`src/sv/ssnf_pkg.sv`:
```
// Package for the squared-speech notch and low-pass FIR prefilter.
// Holds widths, the MAC control struct, the coefficient ROM and the saturation and tap helpers.
// Has no dependencies; every other file of the block depends on it.
`default_nettype none

package ssnf_pkg;

	localparam int FIR_TAPS    = 48;
	localparam int TAP_W       = $clog2(FIR_TAPS);
	localparam int ROM_TAPS    = 48;
	localparam int ROM_HALF    = 24;
	localparam int HALF_W      = $clog2(ROM_HALF);

	localparam int SAMPLE_W    = 16;
	localparam int SQ_W        = 31;
	localparam int NOTCH_C_W   = 15;
	localparam int OUT_W       = 36;
	localparam int COEF_W      = 16;
	localparam int PROD_W      = OUT_W + COEF_W;
	localparam int ACC_W       = 56;
	localparam int NSUM_W      = 43;
	localparam int ROUND_SHIFT = 15;

	localparam logic [NOTCH_C_W-1:0] NOTCH_C_RESET = NOTCH_C_W'(31130);
	localparam logic signed [ACC_W-1:0] ROUND_BIAS = ACC_W'(16384);

	typedef logic signed [SAMPLE_W-1:0]  sample_t;
	typedef logic signed [OUT_W-1:0]     value_t;
	typedef logic        [NOTCH_C_W-1:0] notch_c_t;
	typedef logic signed [COEF_W-1:0]    coef_t;
	typedef logic signed [PROD_W-1:0]    prod_t;
	typedef logic signed [ACC_W-1:0]     acc_t;
	typedef logic        [TAP_W-1:0]     tap_t;

	typedef struct packed {
		logic load;
		logic mul;
		logic accum;
	} mac_ctrl_t;

	localparam coef_t LP_HALF [ROM_HALF] = '{
		-16'sd35,   -16'sd36,   -16'sd30,   -16'sd14,   16'sd18,    16'sd66,
		16'sd121,   16'sd169,   16'sd183,   16'sd141,   16'sd26,    -16'sd158,
		-16'sd384,  -16'sd596,  -16'sd723,  -16'sd686,  -16'sd420,  16'sd106,
		16'sd874,   16'sd1819,  16'sd2828,  16'sd3762,  16'sd4481,  16'sd4872
	};

	function automatic coef_t lp_coef(input tap_t j);
		int k;
		logic [HALF_W-1:0] idx;
		k = int'(j);
		if (k >= ROM_TAPS) begin
			return '0;
		end
		if (k >= ROM_HALF) begin
			k = ROM_TAPS - 1 - k;
		end
		idx = HALF_W'(k);
		return LP_HALF[idx];
	endfunction

	function automatic tap_t tap_inc(input tap_t p);
		return (p == TAP_W'(FIR_TAPS - 1)) ? '0 : p + 1'b1;
	endfunction

	function automatic value_t sat_out(input acc_t v);
		logic [ACC_W-OUT_W:0] hi;
		hi = v[ACC_W-1:OUT_W-1];
		if (&hi || ~|hi) begin
			return v[OUT_W-1:0];
		end
		return v[ACC_W-1] ? {1'b1, {(OUT_W-1){1'b0}}} : {1'b0, {(OUT_W-1){1'b1}}};
	endfunction

endpackage

`default_nettype wire

```
`src/sv/ssnf_if.sv`:
```
// Valid/ready channel interfaces for speech samples and filtered results.
// Depends on ssnf_pkg for the payload types.
`default_nettype none

interface ssnf_sample_if;
	logic                 valid;
	logic                 ready;
	ssnf_pkg::sample_t    speech_sample;

	modport source (output valid, output speech_sample, input ready);
	modport sink   (input valid, input speech_sample, output ready);
endinterface

interface ssnf_result_if;
	logic                 valid;
	logic                 ready;
	ssnf_pkg::value_t     filtered_value;

	modport source (output valid, output filtered_value, input ready);
	modport sink   (input valid, input filtered_value, output ready);
endinterface

`default_nettype wire

```
`src/sv/squared_speech_notch_fir_prefilter_unit.sv`:
```
// Squared-speech DC notch and low-pass FIR prefilter, top level with sequencer.
// Depends on ssnf_pkg, the channel interfaces, ssnf_mac and ssnf_delay_ram.
//
// Each speech sample arrives as one transaction on the speech channel and
// gives exactly one transaction on the filtered channel. The sample is
// squared, passed through the DC notch and then through the 48-tap low-pass
// FIR. All multiplications and accumulations go through one shared MAC unit.
// From acceptance, the sample passes through the square and notch states
// (ST_SQ, ST_NOTCH, ST_NWAIT, ST_NSUM), the FIR state that steps through
// every tap, and the drain state for the memory read and the product
// register, before its result is loaded into the output register. The
// block accepts one sample at a time; speech.ready is high only while the
// sequencer is idle.
// The result register lets the next sample be accepted while the previous
// result still waits; if the receiver stalls that long, the sequencer holds
// the new result until the register frees up.
// Reset clears the notch state, the delay line valid bits and the notch
// coefficient to its default. The coefficient is written through cfg_we and
// cfg_data; the user must write it while no sample is in flight, the block does not enforce this.

`default_nettype none

module squared_speech_notch_fir_prefilter_unit (
	input  wire                      clk,
	input  wire                      arst_n,
	ssnf_sample_if.sink              speech,
	ssnf_result_if.source            filtered,
	input  wire                      cfg_we,
	input  ssnf_pkg::notch_c_t       cfg_data
);
	import ssnf_pkg::*;

	localparam logic [2:0] ST_IDLE  = 3'd0;
	localparam logic [2:0] ST_SQ    = 3'd1;
	localparam logic [2:0] ST_NOTCH = 3'd2;
	localparam logic [2:0] ST_NWAIT = 3'd3;
	localparam logic [2:0] ST_NSUM  = 3'd4;
	localparam logic [2:0] ST_FIR   = 3'd5;
	localparam logic [2:0] ST_DRAIN = 3'd6;
	localparam logic [2:0] ST_OUT   = 3'd7;

	logic [2:0]          state_q;
	sample_t             samp_q;
	logic [SQ_W-1:0]     sq_q;
	logic [SQ_W-1:0]     xprev_q;
	value_t              yprev_q;
	notch_c_t            coef_q;
	tap_t                wptr_q;
	tap_t                rd_q;
	tap_t                cnt_q;
	logic [FIR_TAPS-1:0] vld_q;
	logic                issue_s1;
	tap_t                tap_s1;
	logic                hit_s1;
	logic                out_valid_q;
	value_t              out_data_q;

	mac_ctrl_t           mac_ctrl;
	value_t              mac_a;
	coef_t               mac_b;
	prod_t               mac_prod;
	acc_t                mac_acc;
	value_t              ram_rdata;
	logic signed [NSUM_W-1:0] notch_sum;
	value_t              notch_val;
	value_t              fir_val;
	logic                out_free;

	ssnf_mac u_mac (
		.clk    (clk),
		.arst_n (arst_n),
		.ctrl   (mac_ctrl),
		.op_a   (mac_a),
		.op_b   (mac_b),
		.prod   (mac_prod),
		.acc    (mac_acc)
	);

	ssnf_delay_ram u_ram (
		.clk   (clk),
		.we    (state_q == ST_NSUM),
		.waddr (wptr_q),
		.wdata (notch_val),
		.raddr (rd_q),
		.rdata (ram_rdata)
	);

	always_comb begin
		mac_ctrl = '0;
		mac_a    = '0;
		mac_b    = '0;
		case (state_q)
			ST_SQ: begin
				mac_ctrl.mul  = 1'b1;
				mac_ctrl.load = 1'b1;
				mac_a         = OUT_W'(samp_q);
				mac_b         = samp_q;
			end
			ST_NOTCH: begin
				mac_ctrl.mul   = 1'b1;
				mac_ctrl.accum = 1'b1;
				mac_a          = yprev_q;
				mac_b          = signed'({1'b0, coef_q});
			end
			ST_NSUM: begin
				mac_ctrl.load = 1'b1;
			end
			default: begin
			end
		endcase
		if (issue_s1) begin
			mac_ctrl.mul   = 1'b1;
			mac_ctrl.accum = 1'b1;
			mac_a          = hit_s1 ? ram_rdata : '0;
			mac_b          = lp_coef(tap_s1);
		end
	end

	assign notch_sum = NSUM_W'(mac_acc >>> ROUND_SHIFT)
		+ NSUM_W'(signed'({1'b0, sq_q})) - NSUM_W'(signed'({1'b0, xprev_q}));
	assign notch_val = sat_out(ACC_W'(notch_sum));
	assign fir_val   = sat_out(mac_acc >>> ROUND_SHIFT);
	assign out_free  = !out_valid_q || filtered.ready;

	assign speech.ready            = (state_q == ST_IDLE);
	assign filtered.valid          = out_valid_q;
	assign filtered.filtered_value = out_data_q;

	always_ff @(posedge clk or negedge arst_n) begin
		if (!arst_n) begin
			state_q     <= ST_IDLE;
			xprev_q     <= '0;
			yprev_q     <= '0;
			coef_q      <= NOTCH_C_RESET;
			wptr_q      <= '0;
			rd_q        <= '0;
			cnt_q       <= '0;
			vld_q       <= '0;
			issue_s1    <= 1'b0;
			out_valid_q <= 1'b0;
		end else begin
			if (cfg_we) begin
				coef_q <= cfg_data;
			end
			if (state_q == ST_OUT && out_free) begin
				out_valid_q <= 1'b1;
			end else if (filtered.valid && filtered.ready) begin
				out_valid_q <= 1'b0;
			end
			issue_s1 <= (state_q == ST_FIR);
			case (state_q)
				ST_IDLE: begin
					if (speech.valid) begin
						state_q <= ST_SQ;
					end
				end
				ST_SQ: begin
					state_q <= ST_NOTCH;
				end
				ST_NOTCH: begin
					state_q <= ST_NWAIT;
				end
				ST_NWAIT: begin
					state_q <= ST_NSUM;
				end
				ST_NSUM: begin
					yprev_q       <= notch_val;
					xprev_q       <= sq_q;
					vld_q[wptr_q] <= 1'b1;
					wptr_q        <= tap_inc(wptr_q);
					rd_q          <= tap_inc(wptr_q);
					cnt_q         <= '0;
					state_q       <= ST_FIR;
				end
				ST_FIR: begin
					rd_q <= tap_inc(rd_q);
					if (cnt_q == TAP_W'(FIR_TAPS - 1)) begin
						cnt_q   <= '0;
						state_q <= ST_DRAIN;
					end else begin
						cnt_q <= cnt_q + 1'b1;
					end
				end
				ST_DRAIN: begin
					if (cnt_q == TAP_W'(1)) begin
						cnt_q   <= '0;
						state_q <= ST_OUT;
					end else begin
						cnt_q <= cnt_q + 1'b1;
					end
				end
				ST_OUT: begin
					if (out_free) begin
						state_q <= ST_IDLE;
					end
				end
				default: begin
					state_q <= ST_IDLE;
				end
			endcase
		end
	end

	always_ff @(posedge clk) begin
		if (speech.valid && speech.ready) begin
			samp_q <= speech.speech_sample;
		end
		if (state_q == ST_NOTCH) begin
			sq_q <= mac_prod[SQ_W-1:0];
		end
		tap_s1 <= cnt_q;
		hit_s1 <= vld_q[rd_q];
		if (state_q == ST_OUT && out_free) begin
			out_data_q <= fir_val;
		end
	end
endmodule

`default_nettype wire

```
`src/sv/ssnf_mac.sv`:
```
// Shared multiply-accumulate unit with a registered product stage.
// Depends on ssnf_pkg for widths and the control struct.
`default_nettype none

module ssnf_mac (
	input  wire                  clk,
	input  wire                  arst_n,
	input  ssnf_pkg::mac_ctrl_t  ctrl,
	input  ssnf_pkg::value_t     op_a,
	input  ssnf_pkg::coef_t      op_b,
	output ssnf_pkg::prod_t      prod,
	output ssnf_pkg::acc_t       acc
);
	import ssnf_pkg::*;

	prod_t prod_s1;
	logic  acc_en_s1;
	acc_t  acc_q;

	always_ff @(posedge clk or negedge arst_n) begin
		if (!arst_n) begin
			acc_en_s1 <= 1'b0;
		end else begin
			acc_en_s1 <= ctrl.mul & ctrl.accum;
		end
	end

	always_ff @(posedge clk) begin
		if (ctrl.mul) begin
			prod_s1 <= PROD_W'(op_a) * PROD_W'(op_b);
		end
		if (ctrl.load) begin
			acc_q <= ROUND_BIAS;
		end else if (acc_en_s1) begin
			acc_q <= acc_q + ACC_W'(prod_s1);
		end
	end

	assign prod = prod_s1;
	assign acc  = acc_q;
endmodule

`default_nettype wire

```
`src/sv/ssnf_delay_ram.sv`:
```
// Delay line memory for the FIR: one write port and one registered read port.
// Depends on ssnf_pkg for depth and data width.
`default_nettype none

module ssnf_delay_ram (
	input  wire                clk,
	input  wire                we,
	input  ssnf_pkg::tap_t     waddr,
	input  ssnf_pkg::value_t   wdata,
	input  ssnf_pkg::tap_t     raddr,
	output ssnf_pkg::value_t   rdata
);
	import ssnf_pkg::*;

	value_t mem [FIR_TAPS];
	value_t rdata_q;

	always_ff @(posedge clk) begin
		if (we) begin
			mem[waddr] <= wdata;
		end
		rdata_q <= mem[raddr];
	end

	assign rdata = rdata_q;
endmodule

`default_nettype wire
```
`src/flat_wrapper.sv`:
```
// flat-port wrapper written by rule: the top's interface ports become plain ports
module squared_speech_notch_fir_prefilter_unit_flat import ssnf_pkg::*;
  (clk, arst_n, cfg_we, cfg_data, speech_valid, speech_speech_sample, speech_ready, filtered_valid, filtered_filtered_value, filtered_ready);
  ssnf_sample_if speech_i ();
  ssnf_result_if filtered_i ();
  input  wire clk;
  input  wire arst_n;
  input  wire cfg_we;
  input  ssnf_pkg::notch_c_t cfg_data;
  input wire logic [$bits(speech_i.valid)-1:0] speech_valid;
  input wire logic [$bits(speech_i.speech_sample)-1:0] speech_speech_sample;
  output wire logic [$bits(speech_i.ready)-1:0] speech_ready;
  output wire logic [$bits(filtered_i.valid)-1:0] filtered_valid;
  output wire logic [$bits(filtered_i.filtered_value)-1:0] filtered_filtered_value;
  input wire logic [$bits(filtered_i.ready)-1:0] filtered_ready;
  assign speech_i.valid = speech_valid;
  assign speech_i.speech_sample = speech_speech_sample;
  assign speech_ready = speech_i.ready;
  assign filtered_valid = filtered_i.valid;
  assign filtered_filtered_value = filtered_i.filtered_value;
  assign filtered_i.ready = filtered_ready;
  squared_speech_notch_fir_prefilter_unit u_core (.clk(clk), .arst_n(arst_n), .speech(speech_i), .filtered(filtered_i), .cfg_we(cfg_we), .cfg_data(cfg_data));
endmodule
```
`config.mk`:
```
export PLATFORM = sky130hd
export DESIGN_NAME = squared_speech_notch_fir_prefilter_unit_flat
export DESIGN_NICKNAME = d
export VERILOG_FILES = /design/src/sv/ssnf_pkg.sv /design/src/sv/ssnf_if.sv /design/src/sv/squared_speech_notch_fir_prefilter_unit.sv /design/src/sv/ssnf_mac.sv /design/src/sv/ssnf_delay_ram.sv /design/src/flat_wrapper.sv
export SDC_FILE = /design/constraint.sdc
export NUM_CORES = 2
export LEC_CHECK = 0
export BUFFER_PORTS_ARGS = -buffer_cell sky130_fd_sc_hd__buf_4
export CORE_MARGIN = 2
export CORE_UTILIZATION = 65
export DETAILED_ROUTE_END_ITERATION = 8
export GPL_ROUTABILITY_DRIVEN = 0
export GPL_TIMING_DRIVEN = 1
export PLACE_DENSITY = 0.81
export SLEW_MARGIN = 5
export SYNTH_ARGS = -nofsm -noshare
export SYNTH_HDL_FRONTEND = slang
export SYNTH_SLANG_ARGS = --single-unit
```
`constraint.sdc`:
```
create_clock -name clk -period 15.7 [get_ports clk]
set_input_delay 0.785 -clock clk [delete_from_list [all_inputs] [get_ports clk]]
set_output_delay 0.785 -clock clk [all_outputs]
set_load 0.01 [all_outputs]
```
Word-level counts from Yosys, hierarchy flattened
Memories as Yosys holds them, arrays and structs flattened. A register that Yosys moved wholly into a read port is not among the register bits. Index checks and enable logic that the tools add are counted.

Register bits: 352. Memory bits (writable): 1728. ROM bits: 512. Input bits: 36. Output and inout bits: 38. Word-level logic and storage cells: 118. Memories kept: 2.

Memories: u_core.u_ram.mem (words 48, bits a word 36, read ports 1, clocked after memory_dff 1, wr ports 1, RTL line ssnf_delay_ram.sv:15) `value_t mem [FIR_TAPS];`; (name not given) (words 32, bits a word 16, read ports 1, clocked after memory_dff 0, wr ports 0, RTL line ssnf_pkg.sv:59) `return LP_HALF[idx];`.

$add $sub $neg: 7. Multiply operators: 1. Order comparisons: 6. Equal/unequal tests: 15. Multiplexer cells: 45. Bitwise gates (word level): 3. Reduce and logical (&&, ||, !) cells: 21.

Operators by type and width (number): 36-bit 2-to-1 mux (8); 16-bit 2-to-1 mux (5); 36-bit one-hot mux with 2 select lines (1); 56-bit by 52-bit adder with 56-bit output (1); 36-bit by 16-bit multiplier with 52-bit output (1); 48-bit OR (1); 43-bit by 32-bit subtractor with 43-bit output (1); 41-bit by 32-bit adder with 42-bit output (1); 16-bit one-hot mux with 2 select lines (1); 6-bit 2-to-1 mux (4); 3-bit one-hot mux with 8 select lines (1); 6-bit by 1-bit adder with 6-bit output (second input constant) (3); 6-bit equality test (second input constant) (3); 6-bit one-hot mux with 3 select lines (1); 5-bit 2-to-1 mux (3); 6-bit by 7-bit less-than comparator with 1-bit output (second input constant) (2); 1-bit 2-to-1 mux (13); 3-bit equality test (second input constant) (4); 6-bit greater-or-equal comparator (second input constant) (2); 3-bit 2-to-1 mux (4); 6-bit one-hot mux with 2 select lines (1); 8-bit AND reduction (1); 8-bit OR reduction (1); 1-bit binary-select mux with 6-bit select (1); other kinds (22) (34).

Longest topological paths before layout
Depth in word-level cells: 12. Depth in mapped cells: 38. Depth with buffers taken out: 36.

Modules after synthesis
From an unflattened synthesis, not the netlist that was laid out.

Cells, all modules: 7794. Area, all modules: 109216.0 sq um.

By module, submodules not included: ssnf_delay_ram (instances 1, cells each 3265, area each 67629.9 sq um, sequential area each 52610.5 sq um); ssnf_mac (instances 1, cells each 2983, area each 26515.4 sq um, sequential area each 2707.6 sq um); squared_speech_notch_fir_prefilter_unit (instances 1, cells each 1546, area each 15070.7 sq um, sequential area each 6472.5 sq um).

Worst setup path after synthesis
Ideal clock, no wire load.

Kind: register -> register. From: register u_core.state_q[0]. To: register u_core.u_mac.prod_s1[51], in the netlist u_core.u_mac.prod[51], data pin. Setup time: 0.261 ns. Arrival time: 8.606 ns. Required time: 15.439 ns. Slack: 6.832 ns. Cell stages (with the launch flop): 33. Path buffers: 3. Clock period less this slack: 8.868 ns. Cells stage by stage: dfrtp_1 > inv_1 > ha_1 > nor2b_1 > clkbuf_1 > clkbuf_1 > buf_1 > a22oi_1 > o21ai_1 > nand2_1 > fa_1 > inv_1 > fa_1 > fa_1 > fa_1 > fa_1 > inv_1 > fa_1 > inv_1 > ha_1 > nand2_1 > or2_2 > nor2_1 > o311ai_0 > and3_1 > nor3_1 > a21oi_1 > o211ai_1 > a31o_2 > a21o_1 > a21oi_1 > o21ai_0 > xnor2_1.

Word-level cells in the longest chain between the ends: 4. Elaborated cells between the ends (all ways): 7. Classes of those cells: 1 x mul; 2 x eq/ne; 4 x mux.

Ends and longest elaborated chain: start: declaration (RTL line squared_speech_notch_fir_prefilter_unit.sv:42) `logic [2:0] state_q;`; start signal: assignment (RTL line squared_speech_notch_fir_prefilter_unit.sv:131) `state_q <= ST_IDLE;`; start signal: assignment (RTL line squared_speech_notch_fir_prefilter_unit.sv:154) `state_q <= ST_SQ;`; start signal: assignment (RTL line squared_speech_notch_fir_prefilter_unit.sv:158) `state_q <= ST_NOTCH;`; 3-bit by 2-bit equality test with 1-bit output or 3-bit by 1-bit equality test with 1-bit output (tied branches) (RTL line squared_speech_notch_fir_prefilter_unit.sv:92) `case (state_q)`; 36-bit one-hot mux with 2 select lines or 16-bit one-hot mux with 2 select lines (tied branches) (RTL line squared_speech_notch_fir_prefilter_unit.sv:92); 36-bit 2-to-1 mux or 16-bit 2-to-1 mux (tied branches) (RTL line squared_speech_notch_fir_prefilter_unit.sv:111) `if (issue_s1) begin`; 36-bit by 16-bit multiplier with 52-bit output (*) (RTL line ssnf_mac.sv:30) `prod_s1 <= PROD_W'(op_a) * PROD_W'(op_b);`; end signal: assignment (RTL line ssnf_mac.sv:30); end: declaration (RTL line ssnf_mac.sv:16) `prod_t prod_s1;`.

Every way passes the cells marked *; elsewhere a longest branch is shown, timed or not. A chain may end at the register's enable or synchronous reset.

Worst setup path in the final report
From: register u_core.tap_s1[4]. To: register u_core.u_mac.prod_s1[51], in the netlist u_core.u_mac.prod[51], data pin.

Word-level cells in the longest chain between the ends: 11. Elaborated cells between the ends (all ways): 15. Classes of those cells: 1 x add/sub; 1 x mul; 2 x order compare; 9 x mux; 1 x bitwise; 1 x memory.

Ends and longest elaborated chain: start: declaration (RTL line squared_speech_notch_fir_prefilter_unit.sv:53) `tap_t tap_s1;`; start signal: assignment (RTL line squared_speech_notch_fir_prefilter_unit.sv:211) `tap_s1 <= cnt_q;`; 4-bit by 5-bit subtractor with 5-bit output or 6-bit by 5-bit greater-or-equal comparator with 1-bit output (tied branches) (RTL line ssnf_pkg.sv:56, ssnf_pkg.sv:55); 5-bit 2-to-1 mux (2 in a row) (RTL line ssnf_pkg.sv:55) `if (k >= ROM_HALF) begin`; 5-bit 2-to-1 mux (RTL line squared_speech_notch_fir_prefilter_unit.sv:111); 5-bit inverter with 6-bit output (implied by the code) (RTL line ssnf_pkg.sv:59); memory 32 x 16 bit; 16-bit 2-to-1 mux (implied by the code) (2 in a row) (RTL line ssnf_pkg.sv:59); 16-bit 2-to-1 mux (*) (RTL line ssnf_pkg.sv:55); 16-bit 2-to-1 mux (*) (RTL line squared_speech_notch_fir_prefilter_unit.sv:111); 36-bit by 16-bit multiplier with 52-bit output (*) (RTL line ssnf_mac.sv:30).

Every way passes the cells marked *; elsewhere a longest branch is shown, timed or not. The select of a mux whose other input is x is not followed.

==> flow_metrics.env <==
export IMPL_synth_cell_type_count=75
export IMPL_yosysMostFrequentCell="edfxtp_1"
export IMPL_synthMuxAreaShare=0.129
export IMPL_maxSlewHeadroom=0.0730
export IMPL_cts_buffer_depth=3
export IMPL_syn_area_um2=106000
export IMPL_synthCells=7051
export IMPL_wl_met2_mm=154
export IMPL_synth_edf_count=1863
export IMPL_gr_total_overflow=0
export IMPL_net_switching_power_uw=2320
export IMPL_nets=7992
export IMPL_synth_warning_count=0
export IMPL_synth_top_area_share=0.525
export IMPL_max_cap_violations=0
export IMPL_cp_arrival_ps=11210
export IMPL_cpMostUsedCell="fa_1"
export IMPL_setup_total_negative_slack_ps=0
export IMPL_wl_met3_mm=37.5
export IMPL_status="complete, no violations"
export IMPL_async_flop_share=0.0728
export IMPL_root_buffer="clkbuf_16"
export IMPL_final_hold_violation_count=0
export IMPL_io_pins=74
export IMPL_firstDrtPassIters=7
export IMPL_viasPerCell=7.00
export IMPL_insertion_delay_ps=920
export IMPL_place_port_buffers=73
export IMPL_rsz0062_at_grt="no"
export IMPL_slowest_stage="a21o_1"
export IMPL_max_stage_delay_ps=880
export IMPL_cp_start_kind="flip-flop"
export IMPL_wl_mm=321
export IMPL_rows=148
export IMPL_slew_viol_final=0
export IMPL_switching_share=0.208
export IMPL_path_class="flip-flop to flip-flop"
export IMPL_synth_common_cells="edfxtp_1, inv_1, nor2_1"
export IMPL_cts_num_sinks=2116
export IMPL_p_leak_uw=0.0483
export IMPL_drt_iter0_drc=9879
export IMPL_pwr_density_cell_nw_per_um2=95.2
export IMPL_wl_per_cell_um=33.8
export IMPL_end_kind="flip-flop"
export IMPL_synth_nets=7888
export IMPL_grt_pass1_vias=67500
export IMPL_antenna_left=0
export IMPL_synthAdderAreaFrac=0.133
export IMPL_die_y_um=409
export IMPL_synth_compound_area_frac=0.0503
export IMPL_hold_class="primary input to flip-flop"
export IMPL_hpwl_mm=180
export IMPL_fin_hold_ws_ps=129
export IMPL_cts_setup_buffers=0
export IMPL_die_x_um=409
export IMPL_max_freq_mhz=93.7
export IMPL_yosysTopAreaCell="edfxtp_1"
export IMPL_cts_clk_slew_worst_paths_ps=70
export IMPL_reg2reg_depth=32
export IMPL_via_count=66600
export IMPL_crit_required_ps=16230
export IMPL_highest_layer="met5"
export IMPL_synth_area_leaders="edfxtp_1, mux4_2, fa_1"
export IMPL_finClkSkew_ps=138
export IMPL_irDropWorstVdd_v=0.000149
export IMPL_syn_area_per_cell_um2=15.1
export IMPL_setup_violations=0
export IMPL_core_area_um2=163000
export IMPL_start_util=0.654
export IMPL_synth_top_flop_cell="edfxtp_1"
export IMPL_ctsResizeCount=0
export IMPL_htree_num_levels=4
export IMPL_grt_antenna_before_repair=12
export IMPL_cts_buffers=197
export IMPL_wl_met1_mm=103
export IMPL_drc=0
export IMPL_drive_gt1_frac=0.177
export IMPL_grt_pass1_wl_mm=461
export IMPL_combPwrFrac=0.002
export IMPL_fill_cells=9565
export IMPL_p_int_uw=8860
export IMPL_synth_top_family_by_area="adder cells"
export IMPL_power_frac_seq=0.540
export IMPL_design_die_area_um2=167000
export IMPL_track_usage=0.384
export IMPL_grt_max_degree=129
export IMPL_worst_slew_pin_slew_ps=1380
export IMPL_synthSimpleGateAreaFrac=0.0554
export IMPL_fin_crit_sh=0.680
export IMPL_synth_xor_area_share=0.0156
export IMPL_critPathMaxFanout=23
export IMPL_hold_depth=2
export IMPL_ys_seq_area_frac=0.580
export IMPL_synth_seq_cells=2116
export IMPL_power_frac_clock=0.458
export IMPL_syn_to_final_growth_pct=10.3
export IMPL_finalCriticalPeriod_ps=10670
export IMPL_cts_tree="built"
per-layer routing:
| metal | GRT usage | vias up |
|---|---|---|
| li1 | - | 25900 |
| met4 | 0.246 | 12 |
| met3 | 0.0828 | 1438 |
| met2 | 0.621 | 5841 |
| met1 | 0.474 | 33400 |
| met5 | 0 | - |
area by class of cell:
class                      count  area, µm²  share of cell area
multi-input combinational   3901      41600               0.354
timing repair buffer         216       1850              0.0157
sequential                  2116      61800               0.526
inverter                     723       2710              0.0231
clock buffer                 253       5270              0.0449
clock inverter               116       1490              0.0127
antenna                        3       7.51           0.0000639
tap                         2175       2720              0.0232
placed cells by master, fill, tap and decap left out, types with 49 or more instances in the layout:
master / synthesis / final
buf_4: 2 / 199
o21ai_0: 229 / 219
inv_1: 721 / 720
a21o_1: 110 / 109
fa_1: 545 / 545
dfxtp_1: 99 / 99
clkbuf_16: 0 / 198
xnor2_1: 132 / 132
ha_1: 256 / 256
mux4_2: 555 / 555
or2_2: 58 / 58
nand2_1: 523 / 523
dfrtp_1: 145 / 137
nor2_1: 557 / 502
xor2_1: 58 / 58
edfxtp_1: 1863 / 1863
mux2i_1: 77 / 77
nor2_4: 0 / 49
a21oi_1: 193 / 186
stage by stage:
step	instances	setup WS (ps)	util	power (µW)	instance area (µm²)
floorplan	7051	6830	-	6160	106000
global placement	9118	5940	0.678	6180	110000
detailed placement	9118	5470	0.678	6180	110000
CTS	9488	5190	0.720	11200	117000
global route	9500	4660	0.722	11400	117000
finish	9503	5030	0.722	11200	117000
cell families after synthesis:
kind of cell,after synthesis
AO/OA/AOI/OAI,851
XOR/XNOR,190
adder cells (fa/ha/maj),801
buffers and inverters,1034
flip-flops,2116
multiplexers,676
AND/OR/NAND/NOR,1383
sequential cells by signal, summed over array words and instances (netlist names), 3 cells and up:
signal	cells
u_core.tap_s1	6
u_core.filtered.filtered_value	36
u_core.yprev_q	36
u_core.sq_q	31
u_core.u_ram.mem	1728
u_core.cnt_q	6
u_core.u_mac.acc	56
u_core.vld_q	48
u_core.u_ram.rdata	36
u_core.coef_q	15
u_core.samp_q	16
u_core.u_mac.prod	52
u_core.state_q	3
u_core.rd_q	6
u_core.xprev_q	31
u_core.wptr_q	6
power by group through the flow:
stage / Sequential [µW] / Clock [µW] / Combinational [µW]
2_1_floorplan: 6160 / 0 / 4.76
3_3_place_gp: 6160 / 0 / 20.9
3_5_place_dp: 6160 / 0 / 21.6
4_1_cts: 6040 / 5100 / 21.9
5_1_grt: 6040 / 5310 / 24.0
6_report: 6040 / 5120 / 21.7
path summary, 6_finish.rpt:
| kind | slack (ps) | start | endpoint |
|---|---|---|---|
| min in group asynchronous | 380 | arst_n | u_core.rd_q[4] |
| setup reg to reg | 5030 | u_core.tap_s1[4] | u_core.u_mac.prod[51] |
| hold reg to reg | 430 | u_core.cnt_q[5] | u_core.tap_s1[5] |
| max in group asynchronous | 13930 | arst_n | u_core.u_mac.acc_en_s1 |
| setup / recovery | 5030 | u_core.tap_s1[4] | u_core.u_mac.prod[51] |
| hold / removal | 130 | cfg_data[0] | u_core.coef_q[0] |
repair_timing:
action / in CTS / in global routing
setup endpoints to repair: 0 / 0
endpoints found under the hold margin: 35 / 0
hold buffers: 1 / 0
worst max-delay path, delay by kind of cell, from the launching register on:
kind                     cells  cell delay (ps)
AO/OA/AOI/OAI               10             3080
adder cells (fa/ha/maj)      8             3850
flip-flops                   1              660
AND/OR/NAND/NOR              7             1610
buffers and inverters        5              370
XOR/XNOR                     2              730
(Power assumes the default switching activity.)
